==> config.mk <==
export PLATFORM = sky130hd
export DESIGN_NAME = can_frame_segment_batcher
export DESIGN_NICKNAME = d
export VERILOG_FILES = /design/src/sv/cfsb_pkg.sv /design/src/sv/cfsb_frame_mem.sv /design/src/sv/cfsb_seq.sv /design/src/sv/can_frame_segment_batcher.sv
export SDC_FILE = /design/constraint.sdc
export NUM_CORES = 2
export LEC_CHECK = 0
export ABC_AREA = 0
export BUFFER_PORTS_ARGS = -buffer_cell sky130_fd_sc_hd__buf_4
export CORE_MARGIN = 2
export CORE_UTILIZATION = 45
export DETAILED_ROUTE_END_ITERATION = 10
export PLACE_DENSITY = 0.63
export SETUP_SLACK_MARGIN = 0.02
export SLEW_MARGIN = 0
export SYNTH_ARGS = -nofsm -noshare
export SYNTH_HDL_FRONTEND = slang
export SYNTH_SLANG_ARGS = --single-unit
==> constraint.sdc <==
create_clock -name clk -period 46.8 [get_ports clk]
set_clock_uncertainty 0.2 [all_clocks]
set_input_delay 9.36 -clock clk [delete_from_list [all_inputs] [get_ports clk]]
set_output_delay 9.36 -clock clk [all_outputs]
set_load 0.1 [all_outputs]
==> src/sv/cfsb_pkg.sv <==
// ----------------------------------------------------------------------------
// cfsb_pkg
// Types, command codes and constants of the CAN frame segment batcher.
// ----------------------------------------------------------------------------
package cfsb_pkg;

    localparam int MAX_FRAMES_DEF = 16;

    localparam logic [31:0] FLUSH_DELAY_RST = 32'd10000;
    localparam logic [63:0] CS_SPAN_MAX     = 64'h0000_0000_0000_FFFF;
    localparam logic [63:0] MONO_SPAN_MAX   = 64'h0000_0000_FFFF_FFFF;

    localparam logic [2:0] CMD_PUSH    = 3'd0;
    localparam logic [2:0] CMD_TICK    = 3'd1;
    localparam logic [2:0] CMD_FLUSH   = 3'd2;
    localparam logic [2:0] CMD_DISCARD = 3'd3;
    localparam logic [2:0] CMD_EPOCH   = 3'd4;

    typedef struct packed {
        logic [63:0] cap_seq;
        logic [63:0] mono_us;
        logic [31:0] id_flags;
        logic [7:0]  len_flags;
        logic [7:0]  bus;
        logic [63:0] payload;
    } frame_t;

    typedef struct packed {
        logic [2:0]  cmd;
        logic [31:0] now_us;
        frame_t      frame;
        logic [63:0] epoch_segment_seq;
    } item_t;

    typedef struct packed {
        logic [63:0] segment_number;
        logic [3:0]  entry_index;
        logic        entry_last;
        frame_t      frame;
    } result_t;

endpackage

==> src/sv/cfsb_frame_mem.sv <==
// ----------------------------------------------------------------------------
// cfsb_frame_mem
// Pending frame store: one write port, one enabled read port, registered data.
// ----------------------------------------------------------------------------
module cfsb_frame_mem #(
    parameter int DEPTH = cfsb_pkg::MAX_FRAMES_DEF,
    parameter int AW    = (DEPTH > 1) ? $clog2(DEPTH) : 1
) (
    input  logic             clk,
    input  logic             wr_en,
    input  logic [AW-1:0]    wr_addr,
    input  cfsb_pkg::frame_t wr_data,
    input  logic             rd_en,
    input  logic [AW-1:0]    rd_addr,
    output cfsb_pkg::frame_t rd_data
);

    cfsb_pkg::frame_t mem [DEPTH];
    cfsb_pkg::frame_t rd_data_reg;

    always_ff @(posedge clk)
    begin
        if (wr_en)
        begin
            mem[wr_addr] <= wr_data;
        end
    end

    // hold read data until the next read
    always_ff @(posedge clk)
    begin
        if (rd_en)
        begin
            rd_data_reg <= mem[rd_addr];
        end
    end

    assign rd_data = rd_data_reg;

endmodule

==> src/sv/cfsb_seq.sv <==
// ----------------------------------------------------------------------------
// cfsb_seq
// Command sequencer: batch checks, frame store writes, segment readout and
// the result register.
// ----------------------------------------------------------------------------
module cfsb_seq #(
    parameter int MAX_FRAMES = cfsb_pkg::MAX_FRAMES_DEF,
    parameter int AW         = (MAX_FRAMES > 1) ? $clog2(MAX_FRAMES) : 1
) (
    input  logic              clk,
    input  logic              rst_n,
    input  logic [31:0]       flush_delay,
    input  logic              in_valid,
    output logic              in_ready,
    input  cfsb_pkg::item_t   item,
    output logic              out_valid,
    input  logic              out_ready,
    output cfsb_pkg::result_t result,
    output logic              mem_wr_en,
    output logic [AW-1:0]     mem_wr_addr,
    output cfsb_pkg::frame_t  mem_wr_data,
    output logic              mem_rd_en,
    output logic [AW-1:0]     mem_rd_addr,
    input  cfsb_pkg::frame_t  mem_rd_data
);

    localparam int CW = $clog2(MAX_FRAMES + 1);

    typedef enum logic [4:0] {
        ST_IDLE     = 5'b00001,
        ST_EXEC     = 5'b00010,
        ST_STORE    = 5'b00100,
        ST_DRAIN_RD = 5'b01000,
        ST_DRAIN_LD = 5'b10000
    } state_t;

    state_t            state_reg, state_next;
    cfsb_pkg::item_t   item_reg, item_next;
    logic [CW-1:0]     count_reg, count_next;
    logic [CW-1:0]     idx_reg, idx_next;
    logic [31:0]       start_reg, start_next;
    logic [63:0]       seg_reg, seg_next;
    logic [63:0]       first_cs_reg, first_cs_next;
    logic [63:0]       first_mono_reg, first_mono_next;
    logic              after_store_reg, after_store_next;
    logic              out_valid_reg, out_valid_next;
    cfsb_pkg::result_t result_reg, result_next;

    logic [64:0]   cs_diff;
    logic [64:0]   mono_diff;
    logic [31:0]   age;
    logic          has_frames;
    logic          fits;
    logic          due;
    logic          out_free;
    logic          last_entry;
    logic [CW-1:0] idx_inc;
    logic [CW-1:0] count_inc;

    assign cs_diff    = {1'b0, item_reg.frame.cap_seq} - {1'b0, first_cs_reg};
    assign mono_diff  = {1'b0, item_reg.frame.mono_us} - {1'b0, first_mono_reg};
    assign age        = item_reg.now_us - start_reg;
    assign has_frames = (count_reg != '0);
    assign fits       = !has_frames ||
                        (!cs_diff[64] && (cs_diff[63:0] <= cfsb_pkg::CS_SPAN_MAX) &&
                         !mono_diff[64] && (mono_diff[63:0] <= cfsb_pkg::MONO_SPAN_MAX));
    assign due        = has_frames && (age >= flush_delay);
    assign out_free   = !out_valid_reg || out_ready;
    assign idx_inc    = idx_reg + 1'b1;
    assign count_inc  = count_reg + 1'b1;
    assign last_entry = (idx_inc == count_reg);

    always_comb
    begin
        state_next       = state_reg;
        item_next        = item_reg;
        count_next       = count_reg;
        idx_next         = idx_reg;
        start_next       = start_reg;
        seg_next         = seg_reg;
        first_cs_next    = first_cs_reg;
        first_mono_next  = first_mono_reg;
        after_store_next = after_store_reg;
        result_next      = result_reg;
        out_valid_next   = out_valid_reg && !out_ready;
        mem_wr_en        = 1'b0;
        mem_wr_addr      = count_reg[AW-1:0];
        mem_wr_data      = item_reg.frame;
        mem_rd_en        = 1'b0;
        mem_rd_addr      = idx_reg[AW-1:0];

        unique case (state_reg)
            ST_IDLE:
            begin
                if (in_valid)
                begin
                    item_next  = item;
                    state_next = ST_EXEC;
                end
            end
            ST_EXEC:
            begin
                idx_next         = '0;
                after_store_next = 1'b0;
                state_next       = ST_IDLE;
                unique case (item_reg.cmd)
                    cfsb_pkg::CMD_PUSH:
                    begin
                        // flush the pending batch first when the frame is out of span
                        if (!fits)
                        begin
                            after_store_next = 1'b1;
                            state_next       = ST_DRAIN_RD;
                        end
                        else
                        begin
                            state_next = ST_STORE;
                        end
                    end
                    cfsb_pkg::CMD_TICK:
                    begin
                        if (due)
                        begin
                            state_next = ST_DRAIN_RD;
                        end
                    end
                    cfsb_pkg::CMD_FLUSH:
                    begin
                        if (has_frames)
                        begin
                            state_next = ST_DRAIN_RD;
                        end
                    end
                    cfsb_pkg::CMD_DISCARD:
                    begin
                        count_next = '0;
                        start_next = '0;
                    end
                    cfsb_pkg::CMD_EPOCH:
                    begin
                        count_next = '0;
                        start_next = '0;
                        seg_next   = item_reg.epoch_segment_seq;
                    end
                    default:
                    begin
                        state_next = ST_IDLE;
                    end
                endcase
            end
            ST_STORE:
            begin
                mem_wr_en  = 1'b1;
                count_next = count_inc;
                if (!has_frames)
                begin
                    start_next      = item_reg.now_us;
                    first_cs_next   = item_reg.frame.cap_seq;
                    first_mono_next = item_reg.frame.mono_us;
                end
                if (count_inc == CW'(MAX_FRAMES))
                begin
                    idx_next         = '0;
                    after_store_next = 1'b0;
                    state_next       = ST_DRAIN_RD;
                end
                else
                begin
                    state_next = ST_IDLE;
                end
            end
            ST_DRAIN_RD:
            begin
                mem_rd_en  = 1'b1;
                state_next = ST_DRAIN_LD;
            end
            ST_DRAIN_LD:
            begin
                if (out_free)
                begin
                    out_valid_next             = 1'b1;
                    result_next.segment_number = seg_reg;
                    result_next.entry_index    = 4'(idx_reg);
                    result_next.entry_last     = last_entry;
                    result_next.frame          = mem_rd_data;
                    if (last_entry)
                    begin
                        count_next       = '0;
                        start_next       = '0;
                        seg_next         = seg_reg + 64'd1;
                        after_store_next = 1'b0;
                        state_next       = after_store_reg ? ST_STORE : ST_IDLE;
                    end
                    else
                    begin
                        // prefetch the next entry while this one is loaded
                        mem_rd_en   = 1'b1;
                        mem_rd_addr = idx_inc[AW-1:0];
                        idx_next    = idx_inc;
                    end
                end
            end
            default:
            begin
                state_next = ST_IDLE;
            end
        endcase
    end

    always_ff @(posedge clk or negedge rst_n)
    begin
        if (!rst_n)
        begin
            state_reg       <= ST_IDLE;
            count_reg       <= '0;
            idx_reg         <= '0;
            start_reg       <= '0;
            seg_reg         <= '0;
            after_store_reg <= 1'b0;
            out_valid_reg   <= 1'b0;
        end
        else
        begin
            state_reg       <= state_next;
            count_reg       <= count_next;
            idx_reg         <= idx_next;
            start_reg       <= start_next;
            seg_reg         <= seg_next;
            after_store_reg <= after_store_next;
            out_valid_reg   <= out_valid_next;
        end
    end

    always_ff @(posedge clk)
    begin
        item_reg       <= item_next;
        first_cs_reg   <= first_cs_next;
        first_mono_reg <= first_mono_next;
        result_reg     <= result_next;
    end

    assign in_ready  = (state_reg == ST_IDLE);
    assign out_valid = out_valid_reg;
    assign result    = result_reg;

endmodule

==> src/sv/can_frame_segment_batcher.sv <==
// Sequence: a push that stores without flushing passes the execute and store
// states. A flush adds a store read setup state, then reads out each pending
// frame (up to MAX_FRAMES), paced by the single read port of the frame store.
// One request is worked on at a time; results leave through a result register.
// Reset (rst_n, asynchronous): empty batch, segment 0, flush delay 10000 us.
// ----------------------------------------------------------------------------
// can_frame_segment_batcher
// Gathers captured CAN frames into numbered segments and emits them in order.
// ----------------------------------------------------------------------------
module can_frame_segment_batcher #(
    parameter int MAX_FRAMES = cfsb_pkg::MAX_FRAMES_DEF
) (
    input  logic        clk,
    input  logic        rst_n,
    input  logic        cfg_we,
    input  logic [31:0] cfg_wdata,
    input  logic        in_valid,
    output logic        in_ready,
    input  logic [2:0]  cmd,
    input  logic [31:0] now_us,
    input  logic [63:0] cap_seq,
    input  logic [63:0] mono_us,
    input  logic [31:0] id_flags,
    input  logic [7:0]  len_flags,
    input  logic [7:0]  bus_number,
    input  logic [63:0] payload_bytes,
    input  logic [63:0] epoch_segment_seq,
    output logic        out_valid,
    input  logic        out_ready,
    output logic [63:0] segment_number,
    output logic [3:0]  entry_index,
    output logic        entry_last,
    output logic [63:0] out_cap_seq,
    output logic [63:0] out_mono_us,
    output logic [31:0] out_id_flags,
    output logic [7:0]  out_len_flags,
    output logic [7:0]  out_bus,
    output logic [63:0] out_payload
);

    localparam int AW = (MAX_FRAMES > 1) ? $clog2(MAX_FRAMES) : 1;

    logic [31:0]       flush_delay_reg;
    cfsb_pkg::item_t   item;
    cfsb_pkg::result_t result;
    logic              mem_wr_en;
    logic [AW-1:0]     mem_wr_addr;
    cfsb_pkg::frame_t  mem_wr_data;
    logic              mem_rd_en;
    logic [AW-1:0]     mem_rd_addr;
    cfsb_pkg::frame_t  mem_rd_data;

    always_ff @(posedge clk or negedge rst_n)
    begin
        if (!rst_n)
        begin
            flush_delay_reg <= cfsb_pkg::FLUSH_DELAY_RST;
        end
        else if (cfg_we)
        begin
            flush_delay_reg <= cfg_wdata;
        end
    end

    assign item.cmd                   = cmd;
    assign item.now_us                = now_us;
    assign item.frame.cap_seq         = cap_seq;
    assign item.frame.mono_us         = mono_us;
    assign item.frame.id_flags        = id_flags;
    assign item.frame.len_flags       = len_flags;
    assign item.frame.bus             = bus_number;
    assign item.frame.payload         = payload_bytes;
    assign item.epoch_segment_seq     = epoch_segment_seq;

    cfsb_seq #(
        .MAX_FRAMES (MAX_FRAMES),
        .AW         (AW)
    ) u_seq (
        .clk         (clk),
        .rst_n       (rst_n),
        .flush_delay (flush_delay_reg),
        .in_valid    (in_valid),
        .in_ready    (in_ready),
        .item        (item),
        .out_valid   (out_valid),
        .out_ready   (out_ready),
        .result      (result),
        .mem_wr_en   (mem_wr_en),
        .mem_wr_addr (mem_wr_addr),
        .mem_wr_data (mem_wr_data),
        .mem_rd_en   (mem_rd_en),
        .mem_rd_addr (mem_rd_addr),
        .mem_rd_data (mem_rd_data)
    );

    cfsb_frame_mem #(
        .DEPTH (MAX_FRAMES),
        .AW    (AW)
    ) u_mem (
        .clk     (clk),
        .wr_en   (mem_wr_en),
        .wr_addr (mem_wr_addr),
        .wr_data (mem_wr_data),
        .rd_en   (mem_rd_en),
        .rd_addr (mem_rd_addr),
        .rd_data (mem_rd_data)
    );

    assign segment_number = result.segment_number;
    assign entry_index    = result.entry_index;
    assign entry_last     = result.entry_last;
    assign out_cap_seq    = result.frame.cap_seq;
    assign out_mono_us    = result.frame.mono_us;
    assign out_id_flags   = result.frame.id_flags;
    assign out_len_flags  = result.frame.len_flags;
    assign out_bus        = result.frame.bus;
    assign out_payload    = result.frame.payload;

endmodule

After elaboration in Yosys (flattened, before gate mapping)

Memory sizes are Yosys's and may differ from the RTL's. A register that Yosys moved wholly into a read port is not among the register bits.
Index checks and enable logic that the tools add are counted.

Bitwise operators: 1
$mul: 0
Div/mod/pow operators: 0
Mux-type cells: 44
Add/subtract/negate cells: 6
Reductions and logical operators: 26
Magnitude comparators: 3
Shifts and indexed selects: 0
Equality and inequality tests: 19

Operator list:

| kind                                                                                | number |
|---|---|
| 64-bit 2-to-1 mux                                                                   | 3 |
| 64-bit by 64-bit subtractor with 65-bit output                                      | 2 |
| 32-bit 2-to-1 mux                                                                   | 4 |
| 64-bit case mux with 2 select lines                                                 | 1 |
| 32-bit case mux with 3 select lines                                                 | 1 |
| 64-bit by 1-bit adder with 64-bit output (second input constant)                    | 1 |
| 64-bit by 16-bit less-or-equal comparator with 1-bit output (second input constant) | 1 |
| 64-bit by 32-bit less-or-equal comparator with 1-bit output (second input constant) | 1 |
| 5-bit 2-to-1 mux                                                                    | 9 |
| 5-bit case mux with 3 select lines                                                  | 3 |
| 32-bit >= comparator                                                                | 1 |
| 32-bit subtractor                                                                   | 1 |
| 4-bit 2-to-1 mux                                                                    | 7 |
| 5-bit case mux with 5 select lines                                                  | 1 |
| 4-bit AND reduction                                                                 | 4 |
| 1-bit 2-to-1 mux                                                                    | 12 |
| 5-bit by 1-bit adder with 5-bit output (second input constant)                      | 2 |
| 5-bit equality test (second input constant)                                         | 2 |
| 2-bit inequality test (second input constant)                                       | 5 |
| 3-bit by 2-bit equality test with 1-bit output (second input constant)              | 2 |
| 2-bit by 1-bit inequality test with 1-bit output (second input constant)            | 3 |
| 2-bit AND reduction                                                                 | 3 |
| 5-bit by 1-bit equality test with 1-bit output (second input constant)              | 1 |
| 5-bit by 2-bit equality test with 1-bit output (second input constant)              | 1 |
| 19 further kinds                                                                    | 28 |

ROM bits: 0
Logic and storage cells: 128
Input bits: 376
Latch bits: 0
Output and inout port bits: 311
Memories: 1
Bits in writable memories: 3840
Register bits: 921

Memories:

| name      | words | bits a word | rd ports | clocked after Yosys merged registers in | write ports | RTL line             | text |
|---|---|---|---|---|---|---|---|
| u_mem.mem | 16    | 240         | 1        | 1                                       | 1           | cfsb_frame_mem.sv:18 | `cfsb_pkg::frame_t mem [DEPTH];` |

Depth between registers and ports, before layout

Depth after elaboration: 9
Mapped depth: 26
Gate-level depth less buffers: 26

Hierarchy

From an unflattened synthesis, not the netlist that was laid out.

Cells, all modules: 9779
Area, all modules: 194673.0 µm²

By module, submodules not included:

| module                    | sequential area each (µm²) | area each (µm²) | cells an instance | instances |
|---|---|---|---|---|
| cfsb_frame_mem            | 122517.5                   | 151222.5        | 6271              | 1 |
| cfsb_seq                  | 26131.3                    | 42099.1         | 3440              | 1 |
| can_frame_segment_batcher | 807.0                      | 1351.3          | 68                | 1 |

Worst setup path before layout

Ideal clock, no wire load.

Kind: input to register
From: in out_ready
To: reg u_mem.rd_data[0] (netlist name)
Buffers on the path: 1
Data arrival time: 29.247 ns
Data required time: 45.989 ns
Setup slack: 16.742 ns
Stages: 5
Setup time: 0.611 ns
Cells stage by stage: nor2b_1 > nor2_1 > nand2b_1 > buf_2 > nand2_1

Longest elaborated chain between the ends: 3
Elaborated cells between the ends (all ways): 5
Those cells by class: mux: 4; reduce/logical: 1

Ends and longest elaborated chain:

| item                               | RTL line                        | text |
|---|---|---|
| start, declared                    | can_frame_segment_batcher.sv:29 | `input logic out_ready,` |
| 1-bit logical OR                   | cfsb_seq.sv:68                  | `assign out_free = !out_valid_reg \|\| out_ready;` |
| 1-bit 2-to-1 mux                   | cfsb_seq.sv:179                 | `if (out_free)` |
| 1-bit case mux with 2 select lines | cfsb_seq.sv:92                  | `unique case (state_reg)` |
| via mem_rd_en                      | can_frame_segment_batcher.sv:49 | `logic mem_rd_en;` |

The timed path passes the listed nets, and every way through them passes these cells.
A chain may end at the register's enable or synchronous reset.

Worst setup path after layout

From: in out_ready
To: reg u_mem.rd_data[105] (netlist name)

Longest elaborated chain between the ends: 3
Elaborated cells between the ends (all ways): 5
Those cells by class: mux: 4; reduce/logical: 1

Ends and longest elaborated chain:

| item                                                                          | RTL line |
|---|---|
| 1-bit logical OR (*)                                                          | cfsb_seq.sv:68 |
| 1-bit 2-to-1 mux / 4-bit 2-to-1 mux (equally long branches)                   | cfsb_seq.sv:179 |
| 1-bit case mux with 2 select lines / 4-bit 2-to-1 mux (equally long branches) | cfsb_seq.sv:92 |

Every way passes the cells marked *; elsewhere a longest branch is shown, timed or not.

==> impl_results.md <==
- Status: finished, final reports clean
- Slowest cell on crit path: buf_4
- Internal Power: about 8.7 mW
- Fill cells: around 33000
- Cell chain of the critical path: buf_4 -> nor2b_1 -> nor2_4 -> nand2b_1 -> xor2_4 -> buf_4 -> buf_4 -> buf_4 -> buf_4 -> buf_4 -> mux4_2 -> mux4_2
- Switch share: about a quarter
- Reg area: around 150000 um^2
- Most numerous cell in the Yosys netlist: edfxtp_1
- Die X-Extent: about 660 um
- RePlAce Congestion: approximately 0.93
- Final Cell Area: 222000 um^2
- Placed cell count: around 15000
- Setup TNS Final: 0 ns
- Met3 Track Usage GR: around 3%
- Via count: around 95000
- Final ANT Viol Nets: 0
- CTS tree: built
- Post-synth top cells: edfxtp_1 (4856), mux4_2 (1191), a21oi_1 (314), nand2_1 (296), inv_1 (245)
- DR vias/cell: ~5.9
- DP Area: slightly above 200000 um^2
- Final Core Density: a little over half
- Worst Path Max Fanout: 45
- Yosys top cell by area: edfxtp_1
- Final setup margin: approximately 32 ns
- Vias in the first global route: around 96000
- Die area: approximately 430000 um^2
- CTS Buf Count: 522
- Mapped Nets: about 9500
- Most Used Layer, Global Route: met2
- CP top delay family: buffers and inverters
- Setup-failing EPs final: 0
- Final min period: 15.13 ns
- Met2 usage: between 30% and 40%
- Met1 GRT Util: 31.3%
- Main synth FF type: edfxtp_1
- Hold endpoint: u_seq.result[10]
- Worst Hold Class: register to register
- Largest register FFs: about 3800
- Layout cells sized above 1: 27.8%
- F_max: 66.1 MHz
- HP Start: u_mem.rd_data[10]
- Post-CTS Resized: 0
- Number of antenna violations at the first check in global routing: 27
- Relative slew slack: around a fifth
- Final critical-path share of the clock period: about a third
- Unrepaired setup endpoints after global routing: false
- Clock root cell: clkbuf_16
- First-pass GRT wire length: 696 mm
- Drt wl/cell: slightly above 30 um
- Largest net degree at the start of global routing: around 140
- DRC violation total after the first TritonRoute iteration: around 11000
- Synthesis-to-finish area growth: 15.4%
- Post-Syn Instances: 8931
- Final hold vios: 0
- Die Y: roughly 660 um
- CP max stage delay: 0.85 ns
- WHS Path Cells: 0
- Register bit total from synthesis: between 5000 and 6000
- P_sw: between 3 and 4 mW
- Mean Syn Cell Area: 21.5 um^2
- Starting Density: 45.1%
- Crit Path Class: input port to register
- Final Power: about 12 mW
- Clock power share: a little over a third
- Global route overflow: 0
- Max-cap violations: 0
- Comb pwr share: a little under a fifth
- Worst path arrival time: between 15 and 20 ns
- Synthesis Warnings: 0
- Clock Sinks: 5001
- Area occupied by multi-input gates: ~40000 um^2
- DRC: 0
- Sequential share of power: a little under half
- Least-Margin Pin Slew: about 1.2 ns
- Setup crit end kind: register
- Pre-antenna DRT Iters: 6
- Slew Limit Fails: 0
- Core ar.: about 430000 um^2
- Number of enable flip-flop cells after synthesis: 4856
- Final cell count without fillers: ~16000
- Crit path launch type: input port
- Cts hold-fix bufs: 0
- Pwr/cell area: 52.9 nW/um^2
- CTS clock-pin slew for the worst setup and hold paths: ~0.06 ns
- Static Leak: between 70 and 80 nW
- Cell Rows: 240
- Cell Area, Synth: around 190000 um^2
- H-tree Lvls: 6
- Buffers on Ports: 686
- Clk buf depth: 4
- Buf/Inv on CP: 6
- Setup Slack @ Placement: 30.45 ns
- Post-CTS setup buffers: 0
- CP dominant cell by count: buf_4
- Worst hold slack: ~0.20 ns
- Async set-or-reset flop fraction in the synthesized netlist: 2.90%
- Synth area leaders: edfxtp_1 (76%), mux4_2 (14%), dfrtp_1 (1.8%)
- Clock latency on the worst-skew pair: around 1.1 ns
- Worst R2R Start: u_seq.idx_reg[0]
- R2R Setup Slk: a little under 40 ns
- Reg2reg end: u_mem.rd_data[105]
- Unique cell type count in the Yosys netlist: 94
- DP HPWL: approximately 280 mm
- Gr usage total: between 20% and 30%
- Synth top area share: about three quarters
- Final wirelength: 490 mm
- CP required: ~47 ns
- Nets: ~11000
- Worst vdd ir: between 0.04 and 0.05 mV
- I/O pin total: just under 700
- Sequential element share of the synthesized area: 77.7%
- Worst r2r path cells: 17
[per-layer routing]
layer,up-vias,wire [um]
met1,51425,202000
met2,3857,244000
met5,-,0
met3,646,32200
met4,0,11300
li1,39380,-
[cells in the final DEF, fill, tap and decap left out, types with 101 or more instances in the layout]
master        n
clkbuf_16   535
clkbuf_1    101
nand2_1     295
nor2_1      176
dfrtp_1     139
mux4_2     1191
inv_1       245
buf_4       866
clkinv_1    111
ha_1        197
a21oi_1     312
o21ai_0     214
edfxtp_1   4856
[logic make-up after synthesis]
family	after synthesis	synth area share [%]
flops	5001	77.7
mux	1205	14.0
compound gates	951	3.11
simple gates	879	2.22
buf+inv	620	1.29
fa+ha+maj	200	1.31
xor+xnor	75	0.345
[worst max path at each step]
stage	cells past startpoint	endpoint	from	slack, ns
floorplan	5	u_mem.rd_data[0]	out_ready	16.74
global placement	12	u_mem.rd_data[200]	out_ready	30.46
detailed placement	12	u_mem.rd_data[148]	out_ready	30.45
CTS	12	u_mem.rd_data[148]	out_ready	31.57
global route	12	u_mem.rd_data[102]	out_ready	31.06
finish	12	u_mem.rd_data[105]	out_ready	31.67
[layout make-up]
cell class	instances	share of cell area (%)
Multi-Input combinational cell	3310	18.3
Inverter	245	0.414
Tap cell	5687	3.21
Timing Repair Buffer	886	3.11
Clock inverter	295	1.37
Clock buffer	641	6.23
Antenna cell	20	0.0226
Sequential cell	5001	67.4
[power by group through the flow]
stage	clock [mW]	combinational, mW	sequential (mW)
floorplan	0	1.62	5.56
CTS	4.17	2.15	5.53
detailed placement	0	2.14	5.62
global route	4.34	2.28	5.56
global placement	0	2.11	5.60
finish	4.09	2.12	5.53
Power figures use the tool's default switching activity.
